File: config.mk
export PLATFORM = sky130hd
export DESIGN_NAME = b2s_div_pipe
export DESIGN_NICKNAME = d
export VERILOG_FILES = /design/src/b2s_pkg.sv /design/src/b2s_div_pipe.sv
export SDC_FILE = /design/constraint.sdc
export NUM_CORES = 2
export LEC_CHECK = 0
export ABC_AREA = 1
export BUFFER_PORTS_ARGS = -buffer_cell sky130_fd_sc_hd__buf_2
export CORE_MARGIN = 1
export CORE_UTILIZATION = 30
export CTS_CLUSTER_SIZE = 16
export DETAILED_ROUTE_END_ITERATION = 8
export SLEW_MARGIN = 10
export SYNTH_ARGS = -nofsm -noshare
export SYNTH_HDL_FRONTEND = slang
export SYNTH_SLANG_ARGS = --single-unit
File: constraint.sdc
create_clock -name clk -period 14.3 [get_ports clk]
set_clock_uncertainty 0.2 [all_clocks]
set_input_delay 1.43 -clock clk [delete_from_list [all_inputs] [get_ports clk]]
set_output_delay 1.43 -clock clk [all_outputs]
set_load 0.02 [all_outputs]
File: src/b2s_pkg.sv
// shared constants, codes and payload types for the batch-to-space address map
// no dependencies; every other file but the assertion header uses it
`default_nettype none

package b2s_pkg;

    localparam int DIM_BITS      = 16;
    localparam int BLK_BITS      = 8;
    localparam int CROP_BITS     = 16;
    localparam int WORD_BITS     = 32;
    localparam int OFF_BITS      = 32;
    localparam int CFG_DATA_BITS = 32;
    localparam int REG_IDX_BITS  = 3;
    localparam int LAYOUT_BITS   = 2;
    localparam int DEN_BITS      = (DIM_BITS > BLK_BITS) ? DIM_BITS : BLK_BITS;
    localparam int DIV_STAGES    = DIM_BITS;
    localparam int IDX_STAGES    = 6;
    localparam int PIPE_DEPTH    = 2 * DIV_STAGES + IDX_STAGES;
    localparam int FLIGHT_BITS   = $clog2(PIPE_DEPTH + 1) + 1;

    typedef enum logic [LAYOUT_BITS-1:0] {
        LAYOUT_RANK3 = 2'd0,
        LAYOUT_NHWC  = 2'd1,
        LAYOUT_NCHW  = 2'd2
    } layout_t;

    typedef enum logic [REG_IDX_BITS-1:0] {
        REG_LAYOUT_MODE   = 3'd0,
        REG_OUT_BATCH     = 3'd1,
        REG_OUT_HEIGHT    = 3'd2,
        REG_OUT_WIDTH     = 3'd3,
        REG_CHANNEL_COUNT = 3'd4,
        REG_BLOCK_HEIGHT  = 3'd5,
        REG_BLOCK_WIDTH   = 3'd6,
        REG_CROP_AMOUNTS  = 3'd7
    } reg_index_t;

    typedef struct packed {
        logic [DIM_BITS-1:0]  in_batch;
        logic [DIM_BITS-1:0]  in_row;
        logic [DIM_BITS-1:0]  in_col;
        logic [DIM_BITS-1:0]  in_channel;
        logic [WORD_BITS-1:0] element_in;
    } in_item_t;

    typedef struct packed {
        logic                 write_enable;
        logic [OFF_BITS-1:0]  out_offset;
        logic [WORD_BITS-1:0] element_out;
    } out_item_t;

    // effective configuration, rank-three overrides already applied
    typedef struct packed {
        logic                 rank3;
        logic                 nchw;
        logic [DIM_BITS-1:0]  nb;
        logic [DIM_BITS-1:0]  oh_n;
        logic [DIM_BITS-1:0]  ow_n;
        logic [DIM_BITS-1:0]  c_n;
        logic [BLK_BITS-1:0]  bh;
        logic [BLK_BITS-1:0]  bw;
        logic [CROP_BITS-1:0] crop_top;
        logic [CROP_BITS-1:0] crop_left;
    } cfg_t;

    // everything one word carries down the pipe
    typedef struct packed {
        logic [DIM_BITS-1:0]  row;
        logic [DIM_BITS-1:0]  col;
        logic [DIM_BITS-1:0]  ch;
        logic [DIM_BITS-1:0]  ob;
        logic [DIM_BITS-1:0]  slot_row;
        logic [DIM_BITS-1:0]  slot_col;
        logic [WORD_BITS-1:0] data;
        logic [OFF_BITS-1:0]  row_pos;
        logic [OFF_BITS-1:0]  col_pos;
        logic [OFF_BITS-1:0]  acc;
        logic                 we;
    } work_t;

    typedef struct packed {
        logic [DEN_BITS-1:0] rem;
        logic [DIM_BITS-1:0] num;
    } div_t;

    // one restoring-division step: shift in the next numerator bit, subtract if it fits
    function automatic div_t div_step(input div_t cur, input logic [DEN_BITS-1:0] den);
        logic [DEN_BITS:0] trial;
        logic [DEN_BITS:0] diff;
        logic              fits;
        div_t              res;
        trial = {cur.rem, cur.num[DIM_BITS-1]};
        diff  = trial - {1'b0, den};
        fits  = (trial >= {1'b0, den});
        res.rem = fits ? diff[DEN_BITS-1:0] : trial[DEN_BITS-1:0];
        res.num = {cur.num[DIM_BITS-2:0], fits};
        return res;
    endfunction

endpackage

`default_nettype wire

File: src/b2s_div_pipe.sv
// pipelined restoring divider, one quotient bit per stage, side data rides along
// depends on b2s_pkg
`default_nettype none

module b2s_div_pipe (
    input  wire                              clk,
    input  wire                              rst_n,
    input  wire                              in_valid,
    output logic                             in_ready,
    input  wire  [b2s_pkg::DIM_BITS-1:0]     num,
    input  wire  [b2s_pkg::DEN_BITS-1:0]     den,
    input  b2s_pkg::work_t                   side_in,
    output logic                             out_valid,
    input  wire                              out_ready,
    output logic [b2s_pkg::DIM_BITS-1:0]     quot,
    output logic [b2s_pkg::DIM_BITS-1:0]     rem,
    output b2s_pkg::work_t                   side_out
);
    import b2s_pkg::*;

    logic  [DIV_STAGES:0] valid_link;
    logic  [DIV_STAGES:0] ready_link;
    div_t                 div_link  [DIV_STAGES+1];
    work_t                side_link [DIV_STAGES+1];

    assign valid_link[0]          = in_valid;
    assign div_link[0].rem        = '0;
    assign div_link[0].num        = num;
    assign side_link[0]           = side_in;
    assign ready_link[DIV_STAGES] = out_ready;
    assign in_ready               = ready_link[0];

    for (genvar k = 0; k < DIV_STAGES; k++)
    begin : g_stage
        logic  valid_reg;
        div_t  div_reg;
        div_t  div_next;
        work_t side_reg;

        assign div_next      = div_step(div_link[k], den);
        assign ready_link[k] = !valid_reg || ready_link[k+1];

        always_ff @(posedge clk or negedge rst_n)
        begin
            if (!rst_n)
            begin
                valid_reg <= 1'b0;
            end
            else if (ready_link[k])
            begin
                valid_reg <= valid_link[k];
            end
        end

        always_ff @(posedge clk)
        begin
            if (ready_link[k] && valid_link[k])
            begin
                div_reg  <= div_next;
                side_reg <= side_link[k];
            end
        end

        assign valid_link[k+1] = valid_reg;
        assign div_link[k+1]   = div_reg;
        assign side_link[k+1]  = side_reg;
    end

    // remainder never exceeds the numerator, so it fits the index width
    assign out_valid = valid_link[DIV_STAGES];
    assign quot      = div_link[DIV_STAGES].num;
    assign rem       = div_link[DIV_STAGES].rem[DIM_BITS-1:0];
    assign side_out  = side_link[DIV_STAGES];

endmodule

`default_nettype wire

Yosys cells after proc, flatten, opt, wreduce, memory -nomap -nowiden
Cells that the tools add are included.

$add $sub $neg: 16. $lt $le $gt $ge: 16. Multiplexer cells: 16. Reduce and logical (&&, ||, !) cells: 48.

Operator list (count): greater-or-equal comparator 17 x 16 -> 1 bit (15); two-way mux 16 bit (15); subtractor 16 bit (15); greater-or-equal comparator 1 x 16 -> 1 bit (1); logical AND 1 bit (16); zero test 1 bit (16); logical OR 1 bit (16); subtractor 1 x 16 -> 16 bit (1); two-way mux 1 bit (1).

Flip-flop bits (word level): 4128. Input port bits: 261. Output and inout bits: 259. Word-level logic and storage cells: 321.

Logic depth before layout (Yosys ltp)
Depth after elaboration: 18. Mapped depth: 15. Mapped depth without buffers: 14.

Worst setup path before layout
No wires, ideal clock.

Path type: input to register. Start: input port out_ready. End: register g_stage[7].div_reg (netlist bit div_link[256]), enable pin. Library setup time: 962 ps. Arrival time: 14094 ps. Data required time: 13138 ps. Slack: -956 ps. Cell stages on the path: 6. Buffers on the path: 0. Cells stage by stage: inv_1 nand4_1 nor2_2 nand4_2 nor2_4 a21oi_1.

Word-level cells in the longest chain between the ends: 10.

Ends and longest elaborated chain: start: declaration (line b2s_div_pipe.sv:14) `input wire out_ready,`; logical OR 1 bit (9 in a row) (line b2s_div_pipe.sv:41) `assign ready_link[k] = !valid_reg || ready_link[k+1];`; logical AND 1 bit (line b2s_div_pipe.sv:57) `if (ready_link[k] && valid_link[k])`; end signal: assignment (line b2s_div_pipe.sv:59) `div_reg <= div_next;`; end: declaration (line b2s_div_pipe.sv:36) `div_t div_reg;`.

No other way between the ends. A chain may end at the register's enable or synchronous reset.

Worst setup path after layout
Start: input port out_ready. End: output port in_ready.

Word-level cells in the longest chain between the ends: 16.

Ends and longest elaborated chain: logical OR 1 bit (16 in a row) (line b2s_div_pipe.sv:41); end: declaration (line b2s_div_pipe.sv:9) `output logic in_ready,`.

No other way between the ends.

==> metrics.md <==
| Metric | Value |
|---|---|
| DR iter-0 viols | 4,458 |
| Fmax | 0.196 GHz |
| Worst slew pin tran | 1.27 ns |
| # setup viols final | 0 |
| Syn Nets | 7,264 |
| Port Buffers | 519 |
| CTS Sinks | 4,128 |
| DRT Pass-1 Iters | 6 |
| Critical path class | in -> out |
| Area contributors post-synth | edfxtp_1 89%, ha_1 2.2%, nand2_1 2.0% |
| Clock share of power | 30.9% |
| Synth top area share | 88.6% |
| P per Cell Area | 203 mW/mm^2 |
| DR vias | 59,000 |
| Critical Path Fanout Max | 4 |
| Share of power burned in registers | 53.4% |
| Switching pwr | 9.12 mW |
| Post-CTS Setup Inserts | 0 |
| P_leak | 57.5 nW |
| Final Cycle Share | 35.6% |
| GRT Overall Usage | 11.5% |
| Die Y | 683 um |
| Hold buffers post-CTS | 0 |
| Post-CTS Resized | 0 |
| Met3 usage | 2.08% |
| Yosys warnings | 0 |
| Worst Hold Class | in -> async |
| R2R Setup Slk | 9.65 ns |
| Synth Area in Adders | 2.39% |
| # DRC | 0 |
| HPWL after DPL | 181,000 um |
| Final ANT Viol Nets | 0 |
| Core ar. | 0.461 mm^2 |
| Clock root buffer master | clkbuf_16 |
| Post-synthesis sequential area ratio | 88.9% |
| Synth Flop Type | edfxtp_1 |
| Met1 usage in global routing | 13.7% |
| Final min period | 5.09 ns |
| Status | complete, no violations |
| Clk_lat worst skew | 0.96 ns |
| Mux share of post-synthesis cell area | 0% |
| Synth Area in Simple Gates | 4.14% |
| Via density | 4.17 |
| Fin. Hold Viols | 0 |
| Layout cell share with drive strength beyond 1 | 16.1% |
| Count of non-filler cells in the finished layout | 14,200 |
| Commonest non-fill, non-tap cell in the layout | edfxtp_1 |
| Mapped cell area | 0.139 mm^2 |
| First-pass GRT wire length | 403,000 um |
| Worst-path clk slew | 0.06 ns |
| Met2 usage in global routing | 20.8% |
| Drt wl/cell | 19.4 um |
| Number of unique standard cell types used by synthesis | 49 |
| Element type at the critical path start | input port |
| Io pins | 520 |
| WP data required | 12.67 ns |
| Longest Clk Path Bufs | 4 |
| Fill cells | 42,500 |
| Complex-gate fraction of the synthesized area | 2.15% |
| Core Util, Final | 35.3% |
| CP arrival | 3.46 ns |
| Final nets | 8,186 |
| Critical Path End Type | primary output |
| Die Span X | 683 um |
| Combinational share of power | 15.7% |
| Gpl congestion | 0.814 |
| Flops & latches, synth | 4,128 |
| Synth area leader | edfxtp_1 |
| Relative slew margins | 15.3% |
| Largest net degree at the start of global routing | 121 |
| Flip-flop count of the largest register after layout | 3,375 |
| Starting Density | 30.2% |
| GR peak layer | met2 |
| Post-synthesis xor/xnor area fraction | 1.14% |
| Commonest cells after routing, fill and taps aside | 4,112 x edfxtp_1, 753 x nand2_1, 519 x buf_2 |
| Post-Route WL | 274,000 um |
| Main combinational cell family by area after synthesis | simple AND/OR/NAND/NOR gates |
| Power Total | 33.0 mW |
| Placed cells | 13,400 |
| Mapped Cells | 6,746 |
| Initial antenna violation count | 31 |
| Cell row count | 249 |
| Vias in the first global route | 62,100 |
| Number of flops mapped to enable cells by yosys | 4,112 |
| Pint | 23.9 mW |
| Grt ovf | 0 |
| Average size of a mapped cell | 20.6 um^2 |
| Sw Share | 27.6% |
| Async SR Flop Fraction | 0.388% |
| CTS H-Tree Depth | 5 |
| TritonCTS Buffers | 405 |
| RSZ-0062 raised after global routing | no |
| Slew Viols, Final | 0 |
| VDD IR-drop max | 151 uV |
| Maxcap violations | 0 |
| Die area | 0.467 mm^2 |
| Synth-to-layout area growth | 16.7% |
| Hold WS | 0.188 ns |
| CTS tree | done |
| Final setup TNS | 0 ns |
==> path summary, 6_finish.rpt <==
path,from,to,cells after the start
worst max-delay path,out_ready,in_ready,12
worst min-delay path,rst_n,g_stage[14].valid_reg,1
worst max register to register,g_stage[14].valid_reg,g_stage[1].side_reg[169],12
worst min register to register,g_stage[14].side_reg[102],side_out[102],0
max in group asynchronous,rst_n,g_stage[4].valid_reg,1
min in group clk,g_stage[14].side_reg[102],side_out[102],0
==> kinds of logic (layout without fill, tap and decap cells) <==
logic type      after synthesis  in the layout
compound gates              505            505
other cells                   0             10
simple gates               1312           1312
flops                      4128           4128
xor+xnor                    182            182
fa+ha+maj                   257            257
buf+inv                     362           1620
==> synthesized netlist by cell type (15+ instances only) <==
master and count:
a31oi_1 17, dfrtp_1 16, a21boi_0 21, nor2_1 180
xor2_1 104, a21oi_1 233, buf_6 18, o21ai_0 118
nor3_1 32, nand2_1 753, nand4_1 38, ha_1 242
nand3_1 227, inv_1 269, fa_1 15, o21bai_1 26
a21o_1 34, xnor2_1 78, edfxtp_1 4112, buf_4 45
buf_2 17
==> stage by stage <==
stage               setup slack [ns]  area, um^2
finish                          9.21      163000
global route                    9.03      163000
CTS                             9.20      163000
detailed placement              8.42      150000
global placement                8.41      150000
floorplan                      0.377      139000
==> critical path, stage by stage <==
cell and delay, ns:
buf_2 0.10, inv_1 0.07, nand4_1 0.16, nor2_2 0.27, nand4_2 0.20, nor2_4 0.22, nand2_1 0.11, nor2_2 0.12
nand3_2 0.11, nor2_4 0.15, nand4_1 0.26, buf_2 0.26
==> power by group through the flow <==
stage / Combinational, mW / Clock, mW / Sequential (mW)
floorplan: 3.34 / 0 / 18.2
global placement: 5.18 / 0 / 17.9
detailed placement: 5.23 / 0 / 18.0
CTS: 5.25 / 10.6 / 17.7
global route: 5.76 / 11.0 / 17.9
finish: 5.18 / 10.2 / 17.6
==> layout make-up <==
| cell class | count | area [um^2] | share of cell area (%) |
|---|---|---|---|
| well taps | 6149 | 7690 | 4.73 |
| diodes | 10 | 25.0 | 0.0154 |
| clock inverters | 233 | 2150 | 1.32 |
| multi-input cells | 2256 | 13800 | 8.47 |
| inverters | 274 | 1090 | 0.669 |
| repair buffers | 603 | 3290 | 2.03 |
| flip-flops and latches | 4128 | 124000 | 76.2 |
| clock buffers | 510 | 10700 | 6.60 |
==> layer usage <==
| metal | wire length, um | vias to the layer above |
|---|---|---|
| met4 | 8630 | 32 |
| met3 | 12400 | 492 |
| li1 | - | 27700 |
| met5 | 184 | - |
| met1 | 112000 | 29500 |
| met2 | 142000 | 1325 |
(Power assumes the default switching activity.)
