$ cat config.mk
export PLATFORM = sky130hd
export DESIGN_NAME = b2s_index_calc
export DESIGN_NICKNAME = d
export VERILOG_FILES = /design/src/b2s_pkg.sv /design/src/b2s_index_calc.sv
export SDC_FILE = /design/constraint.sdc
export NUM_CORES = 2
export LEC_CHECK = 0
export BUFFER_PORTS_ARGS = -buffer_cell sky130_fd_sc_hd__buf_4
export CAP_MARGIN = 10
export CORE_UTILIZATION = 56
export CTS_CLUSTER_DIAMETER = 100
export DETAILED_ROUTE_END_ITERATION = 8
export PLACE_DENSITY_LB_ADDON = 0.15
export SETUP_SLACK_MARGIN = 0.3
export SLEW_MARGIN = 15
export SYNTH_ARGS = -nofsm -noshare
export SYNTH_HDL_FRONTEND = slang
export SYNTH_SLANG_ARGS = --single-unit
$ cat constraint.sdc
create_clock -name clk -period 18 [get_ports clk]
set_input_delay 0.9 -clock clk [delete_from_list [all_inputs] [get_ports clk]]
set_output_delay 0.9 -clock clk [all_outputs]
set_load 0.1 [all_outputs]
$ cat src/b2s_pkg.sv
// shared constants, codes and payload types for the batch-to-space address map
// no dependencies; every other file but the assertion header uses it
`default_nettype none

package b2s_pkg;

    localparam int DIM_BITS      = 16;
    localparam int BLK_BITS      = 8;
    localparam int CROP_BITS     = 16;
    localparam int WORD_BITS     = 32;
    localparam int OFF_BITS      = 32;
    localparam int CFG_DATA_BITS = 32;
    localparam int REG_IDX_BITS  = 3;
    localparam int LAYOUT_BITS   = 2;
    localparam int DEN_BITS      = (DIM_BITS > BLK_BITS) ? DIM_BITS : BLK_BITS;
    localparam int DIV_STAGES    = DIM_BITS;
    localparam int IDX_STAGES    = 6;
    localparam int PIPE_DEPTH    = 2 * DIV_STAGES + IDX_STAGES;
    localparam int FLIGHT_BITS   = $clog2(PIPE_DEPTH + 1) + 1;

    typedef enum logic [LAYOUT_BITS-1:0] {
        LAYOUT_RANK3 = 2'd0,
        LAYOUT_NHWC  = 2'd1,
        LAYOUT_NCHW  = 2'd2
    } layout_t;

    typedef enum logic [REG_IDX_BITS-1:0] {
        REG_LAYOUT_MODE   = 3'd0,
        REG_OUT_BATCH     = 3'd1,
        REG_OUT_HEIGHT    = 3'd2,
        REG_OUT_WIDTH     = 3'd3,
        REG_CHANNEL_COUNT = 3'd4,
        REG_BLOCK_HEIGHT  = 3'd5,
        REG_BLOCK_WIDTH   = 3'd6,
        REG_CROP_AMOUNTS  = 3'd7
    } reg_index_t;

    typedef struct packed {
        logic [DIM_BITS-1:0]  in_batch;
        logic [DIM_BITS-1:0]  in_row;
        logic [DIM_BITS-1:0]  in_col;
        logic [DIM_BITS-1:0]  in_channel;
        logic [WORD_BITS-1:0] element_in;
    } in_item_t;

    typedef struct packed {
        logic                 write_enable;
        logic [OFF_BITS-1:0]  out_offset;
        logic [WORD_BITS-1:0] element_out;
    } out_item_t;

    // effective configuration, rank-three overrides already applied
    typedef struct packed {
        logic                 rank3;
        logic                 nchw;
        logic [DIM_BITS-1:0]  nb;
        logic [DIM_BITS-1:0]  oh_n;
        logic [DIM_BITS-1:0]  ow_n;
        logic [DIM_BITS-1:0]  c_n;
        logic [BLK_BITS-1:0]  bh;
        logic [BLK_BITS-1:0]  bw;
        logic [CROP_BITS-1:0] crop_top;
        logic [CROP_BITS-1:0] crop_left;
    } cfg_t;

    // everything one word carries down the pipe
    typedef struct packed {
        logic [DIM_BITS-1:0]  row;
        logic [DIM_BITS-1:0]  col;
        logic [DIM_BITS-1:0]  ch;
        logic [DIM_BITS-1:0]  ob;
        logic [DIM_BITS-1:0]  slot_row;
        logic [DIM_BITS-1:0]  slot_col;
        logic [WORD_BITS-1:0] data;
        logic [OFF_BITS-1:0]  row_pos;
        logic [OFF_BITS-1:0]  col_pos;
        logic [OFF_BITS-1:0]  acc;
        logic                 we;
    } work_t;

    typedef struct packed {
        logic [DEN_BITS-1:0] rem;
        logic [DIM_BITS-1:0] num;
    } div_t;

    // one restoring-division step: shift in the next numerator bit, subtract if it fits
    function automatic div_t div_step(input div_t cur, input logic [DEN_BITS-1:0] den);
        logic [DEN_BITS:0] trial;
        logic [DEN_BITS:0] diff;
        logic              fits;
        div_t              res;
        trial = {cur.rem, cur.num[DIM_BITS-1]};
        diff  = trial - {1'b0, den};
        fits  = (trial >= {1'b0, den});
        res.rem = fits ? diff[DEN_BITS-1:0] : trial[DEN_BITS-1:0];
        res.num = {cur.num[DIM_BITS-2:0], fits};
        return res;
    endfunction

endpackage

`default_nettype wire

$ cat src/b2s_index_calc.sv
// position, crop test and layout offset: scale, add/crop, compare, three multiply-adds
// depends on b2s_pkg
`default_nettype none

module b2s_index_calc (
    input  wire                 clk,
    input  wire                 rst_n,
    input  b2s_pkg::cfg_t       cfg,
    input  wire                 in_valid,
    output logic                in_ready,
    input  b2s_pkg::work_t      work_in,
    output logic                out_valid,
    input  wire                 out_ready,
    output b2s_pkg::work_t      work_out
);
    import b2s_pkg::*;

    logic  [IDX_STAGES:0] valid_link;
    logic  [IDX_STAGES:0] ready_link;
    work_t                work_link  [IDX_STAGES+1];
    work_t                stage_next [IDX_STAGES];

    logic [DIM_BITS-1:0] mul4;
    logic [OFF_BITS-1:0] add4;
    logic [DIM_BITS-1:0] mul5;
    logic [OFF_BITS-1:0] add5;

    assign valid_link[0]          = in_valid;
    assign work_link[0]           = work_in;
    assign ready_link[IDX_STAGES] = out_ready;
    assign in_ready               = ready_link[0];

    assign mul4 = cfg.rank3 ? cfg.c_n : (cfg.nchw ? cfg.oh_n : cfg.ow_n);
    assign add4 = cfg.rank3 ? OFF_BITS'(work_link[4].ch)
                : (cfg.nchw ? work_link[4].row_pos : work_link[4].col_pos);
    assign mul5 = cfg.nchw ? cfg.ow_n : cfg.c_n;
    assign add5 = cfg.nchw ? work_link[5].col_pos : OFF_BITS'(work_link[5].ch);

    always_comb
    begin
        for (int k = 0; k < IDX_STAGES; k++)
        begin
            stage_next[k] = work_link[k];
        end

        // scale by block size
        stage_next[0].row_pos = OFF_BITS'(work_link[0].row) * OFF_BITS'(cfg.bh);
        stage_next[0].col_pos = cfg.rank3 ? '0
                              : OFF_BITS'(work_link[0].col) * OFF_BITS'(cfg.bw);

        // add slot part, remove crop, wrapping
        stage_next[1].row_pos = work_link[1].row_pos + OFF_BITS'(work_link[1].slot_row)
                              - OFF_BITS'(cfg.crop_top);
        stage_next[1].col_pos = work_link[1].col_pos + OFF_BITS'(work_link[1].slot_col)
                              - OFF_BITS'(cfg.crop_left);

        stage_next[2].we = (work_link[2].row_pos < OFF_BITS'(cfg.oh_n))
                        && (work_link[2].col_pos < OFF_BITS'(cfg.ow_n));

        stage_next[3].acc = OFF_BITS'(work_link[3].ob) * OFF_BITS'(cfg.nchw ? cfg.c_n : cfg.oh_n)
                          + (cfg.nchw ? OFF_BITS'(work_link[3].ch) : work_link[3].row_pos);

        stage_next[4].acc = work_link[4].acc * OFF_BITS'(mul4) + add4;

        if (!cfg.rank3)
        begin
            stage_next[5].acc = work_link[5].acc * OFF_BITS'(mul5) + add5;
        end
        if (!work_link[5].we)
        begin
            stage_next[5].acc = '0;
        end
    end

    for (genvar k = 0; k < IDX_STAGES; k++)
    begin : g_stage
        logic  valid_reg;
        work_t work_reg;

        assign ready_link[k] = !valid_reg || ready_link[k+1];

        always_ff @(posedge clk or negedge rst_n)
        begin
            if (!rst_n)
            begin
                valid_reg <= 1'b0;
            end
            else if (ready_link[k])
            begin
                valid_reg <= valid_link[k];
            end
        end

        always_ff @(posedge clk)
        begin
            if (ready_link[k] && valid_link[k])
            begin
                work_reg <= stage_next[k];
            end
        end

        assign valid_link[k+1] = valid_reg;
        assign work_link[k+1]  = work_reg;
    end

    assign out_valid = valid_link[IDX_STAGES];
    assign work_out  = work_link[IDX_STAGES];

endmodule

`default_nettype wire

; ---- Yosys cells after proc, flatten, opt, wreduce, memory -nomap -nowiden
; Cells that the tools add are included.
[classes]
add_sub_neg = 7
mul = 5
magnitude_cmp = 2
mux = 9
reduce_logical = 19
[ops]
columns = op, n
row1 = $mux 32, 5
row2 = $add 32x32->32, 3
row3 = $lt 32x16->1, 2
row4 = $mul 32x16->32, 2
row5 = $mux 16, 4
row6 = $mul 16x8->24, 2
row7 = $add 32x16->32, 1
row8 = $mul 16x16->32, 1
row9 = $sub 32x16->32, 1
row10 = $sub 25x16->26, 1
row11 = $add 24x16->25, 1
row12 = $logic_and 1x1->1, 7
row13 = $logic_not 1->1, 6
row14 = $logic_or 1x1->1, 6
[word_totals]
register_bits = 1250
in_bits = 343
output_inout_bits = 227
wordCells = 110

; ---- Longest topological paths before layout
[logic_depth]
word_depth = 8
ltp_mapped = 30
ltp_nobuf = 25

; ---- Worst setup path before layout
; No wires, ideal clock.
[synth_path]
path_type = register -> register
from = register g_stage[5].valid_reg, in the netlist out_valid
to = register g_stage[4].work_reg[0] in the netlist's numbering, enable pin
setup_ns = 1.133
t_arrival_ns = 16.851
required_time_ns = 16.867
slack_ns = 0.016
path_stages_with_launch = 3
path_cell_list = dfrtp_1 > nor2b_1 > a21boi_0
[synth_via]
elab_chain_len = 4
[synth_rtl]
columns = item, line_no
row1 = "start, declared", b2s_index_calc.sv:77  ; logic valid_reg;
row2 = "start signal, assigned", b2s_index_calc.sv:90  ; valid_reg <= valid_link[k];
row3 = $logic_not 1->1, b2s_index_calc.sv:80  ; assign ready_link[k] = !valid_reg || ready_link[k+1];
row4 = $logic_or 1x1->1 (2 in series), b2s_index_calc.sv:80
row5 = $logic_and 1x1->1, b2s_index_calc.sv:96  ; if (ready_link[k] && valid_link[k])
row6 = "end signal, assigned", b2s_index_calc.sv:98  ; work_reg <= stage_next[k];
row7 = "end, declared", b2s_index_calc.sv:78  ; work_t work_reg;
; No other way between the ends.
; A chain may end at the register's enable or synchronous reset.

; ---- Worst setup path after layout
[layout_path]
from = input cfg[112] in the netlist's numbering
to = register g_stage[5].work_reg, in the netlist work_out[30], data pin
[layout_via]
elab_chain_len = 4
word_cells_on_any_way = 5
[layout_rtl]
columns = item, line_no
row1 = "start, declared", b2s_index_calc.sv:8  ; input b2s_pkg::cfg_t cfg,
row2 = $mux 16, b2s_index_calc.sv:36  ; assign mul5 = cfg.nchw ? cfg.ow_n : cfg.c_n;
row3 = $mul 32x16->32, b2s_index_calc.sv:67  ; stage_next[5].acc = work_link[5].acc * OFF_BITS'(mul5) + add5;
row4 = $add 32x32->32 (*), b2s_index_calc.sv:67
row5 = $mux 32 (*), b2s_index_calc.sv:65  ; if (!cfg.rank3)
row6 = "end signal, assigned", b2s_index_calc.sv:98
row7 = "end, declared", b2s_index_calc.sv:78
; Mark *: on every way between the ends. The rest lies on a longest branch, timed or not.

==> results by group <==
Die
  – Starting Density: 56.53%
  – Num ports: 570
  – Placeable Area: 0.1500 mm²
  – Die Ht: 391.1 µm
  – Die width: just under 400 µm
  – FP Rows: approximately 140
  – Die area: 0.1529 mm²

Timing
  – Worst Clk Skew: 0.05453 ns
  – Fin. Hold Viols: 0
  – RSZ-0062 raised after global routing: no
  – Slew Limit Headroom: 27.51%
  – Crit path time final: ~9.4 ns
  – Fmax achieved: 106.0 MHz
  – Worst-Margin Slew: 1.087 ns
  – Final setup vio count: 0
  – Slew Limit Fails: 0
  – Post-Route Setup TNS: 0 ns
  – Period utilization: between 50% and 60%

Global route
  – First-pass GRT wire length: 317.7 mm
  – Global-route usage over all layers: roughly 28%
  – Vias in the first global route: 54,760
  – GR Overflow Total: 0
  – Antenna violations before repair: 38
  – Pin count of the biggest net entering global routing: 146

Synth
  – Mapped Nets: 8,910
  – Most frequent cell after synthesis: inv_1
  – Synthesized flop and latch total: around 1,200
  – Fraction of registers with async set/reset: 0.4950%
  – Synth Cell Area: 0.08477 mm²
  – Ys flop type: edfxtp_1
  – Syn_area_per_cell: 11.99 µm²
  – Cells after Synth: between 7,000 and 8,000
  – Yosys top cell by area: edfxtp_1
  – Synth top cells by count: inv_1, edfxtp_1, fa_1
  – Synth unique cells: 78
  – Synth top area share: 42.72%
  – Sequential share of the synthesized area: 42.90%
  – YS warnings: 0
  – Area contributors post-synth: edfxtp_1, fa_1, inv_1
  – Post-synth EDFFs: 1,206

Hold path
  – Hold Crit Class: in -> reg

Worst setup path
  – CP top delay family: adder cells
  – CP Data Arrival Time: 9.94 ns
  – WS Path Type: in -> reg
  – Crit end category: flip-flop
  – WP data required: 18.51 ns
  – Worst path buffer plus inverter count: 6
  – Worst setup SP type: input port
  – Most common cell on crit path: fa_1
  – Slowest CP cell: mux2_2
  – CP Max Fanout: 65
  – Largest stage delay on the critical path: 0.84 ns
  – Crit path cell chain: buf_6 > buf_4 > buf_4 > mux2_2 > nand2_1 > fa_1 > fa_1 > fa_1 > fa_1 > inv_1 > fa_1 > inv_1 > fa_1 > inv_1 > ha_1 > o21ai_1 > a21oi_1 > o32ai_1 > a311oi_1 > a211oi_1 > o311ai_1 > xnor2_1 > o21ai_1 > and2_1

Run
  – # Max-Cap Violations: 0

CTS
  – Clk buf depth: 3
  – CTS Hold Bufs: 1
  – Setup Buffers After CTS: 0
  – Root Driver: clkbuf_16
  – CTS buffer count: 131
  – Clock Latency Late Sink: 0.80 ns
  – CTS clk-pin slew, worst paths: 0.06 ns
  – TritonCTS clock tree: done
  – H-tree level count: 4
  – CTS resizes: 0
  – Clock Sink Count: roughly 1,200

Place
  – Post-DP HPWL: 158.7 mm
  – # port buffers: roughly 460
  – GP Congestion: 0.9080

Detailed routing
  – DR vias/cell: roughly 5.4
  – Via Count: 51,760
  – WL/cell: 21.41 µm
  – DR pass1 iterations: 6
  – Drt drc: 0
  – Routed WL: slightly above 200 mm
  – Drt initial violations: about 3,800
  – Number of routed nets with antenna violations: 0

Finish
  – Layout cells sized above 1: 10.08%
  – Max reg flops: 987
  – Area Overhead vs Synth: 11.84%
  – Nets: 9,334

Outcome
  – Outcome: complete, no violations
-- cells in the final DEF, fill, tap and decap left out, drive strengths merged, types with 17 or more instances in the layout --
master	netlist	routed
edfxtp	1206	1206
nor3	27	27
xnor2	157	157
and3	19	19
nor2	111	111
and2	518	518
nand3	38	38
a21o	102	102
nand2	932	932
mux2i	71	71
o21ai	122	122
a31oi	21	21
clkbuf	189	161
fa	1093	1093
a21oi	123	123
inv	1526	1533
clkinv	0	52
nand2b	30	30
buf	29	508
xor2	52	52
ha	405	405
mux2	23	23
nor2b	32	32
or2	17	17
o21a	34	34
-- layout make-up --
class,count,area (µm²)
repair buffers,509,3844
multi-input cells,4113,41910
inverters,1526,5728
clock buffers,161,3391
flip-flops and latches,1212,36360
diodes,10,25.02
clock inverters,76,1023
fillers,11850,55150
well taps,2016,2522
-- cells by family after synthesis --
logic type,count (synthesis),share of synthesized area (%)
AO/OA/AOI/OAI,528,4.193
XOR/XNOR,209,2.159
adder cells (fa/ha/maj),1498,31.79
buffers and inverters,1744,7.774
flip-flops,1212,42.90
multiplexers,94,1.144
AND/OR/NAND/NOR,1784,10.04
-- layer usage --
layer	vias to the layer above	GRT usage, %	wire, µm
met2	1832	44.83	96970
met3	396	6.313	17930
met1	26400	37.34	83660
met4	34	10.62	7204
li1	23100	-	-
met5	-	0	223
-- worst reg2reg max path: cells and delay by family (launching register included) --
kind            cells  cell delay, ns
compound gates      7            1.99
xor+xnor            1            0.17
fa+ha+maj           7            3.47
buf+inv             3            0.15
flops               1            0.87
simple gates        2            0.40
-- worst paths after layout --
| kind | startpoint | to | slack [ns] | cells after the start |
|---|---|---|---|---|
| min in group asynchronous | rst_n | g_stage[3].valid_reg | 0.44 | 2 |
| max in group asynchronous | rst_n | out_valid | 17.44 | 2 |
| worst min register to register | g_stage[0].work_reg[179] | g_stage[1].work_reg[179] | 0.40 | 0 |
| worst min-delay path | work_in[99] | g_stage[0].work_reg[99] | 0.28 | 1 |
| worst max-delay path | cfg[112] | work_out[30] | 8.57 | 24 |
| worst max register to register | g_stage[4].work_reg[11] | work_out[30] | 10.69 | 20 |
-- metrics by stage --
step | cell area (µm²) | setup slack [ns] | hold WS, ns | utilization [%] | cells
after detailed placement | 90360 | 7.826 | 0.4045 | 60.26 | 9375
after floorplan | 84770 | 4.846 | 0.4003 | - | 7069
after CTS | 94780 | 8.634 | 0.2206 | 63.21 | 9613
final | 94800 | 8.570 | 0.2812 | 63.22 | 9623
after global placement | 90360 | 7.954 | 0.4000 | 60.26 | 9375
after global routing | 94800 | 8.264 | 0.2409 | 63.22 | 9621
Power is left out: the tool's default activity adds up to more than one toggle a clock period on the data nets, which glitch-free logic cannot reach.
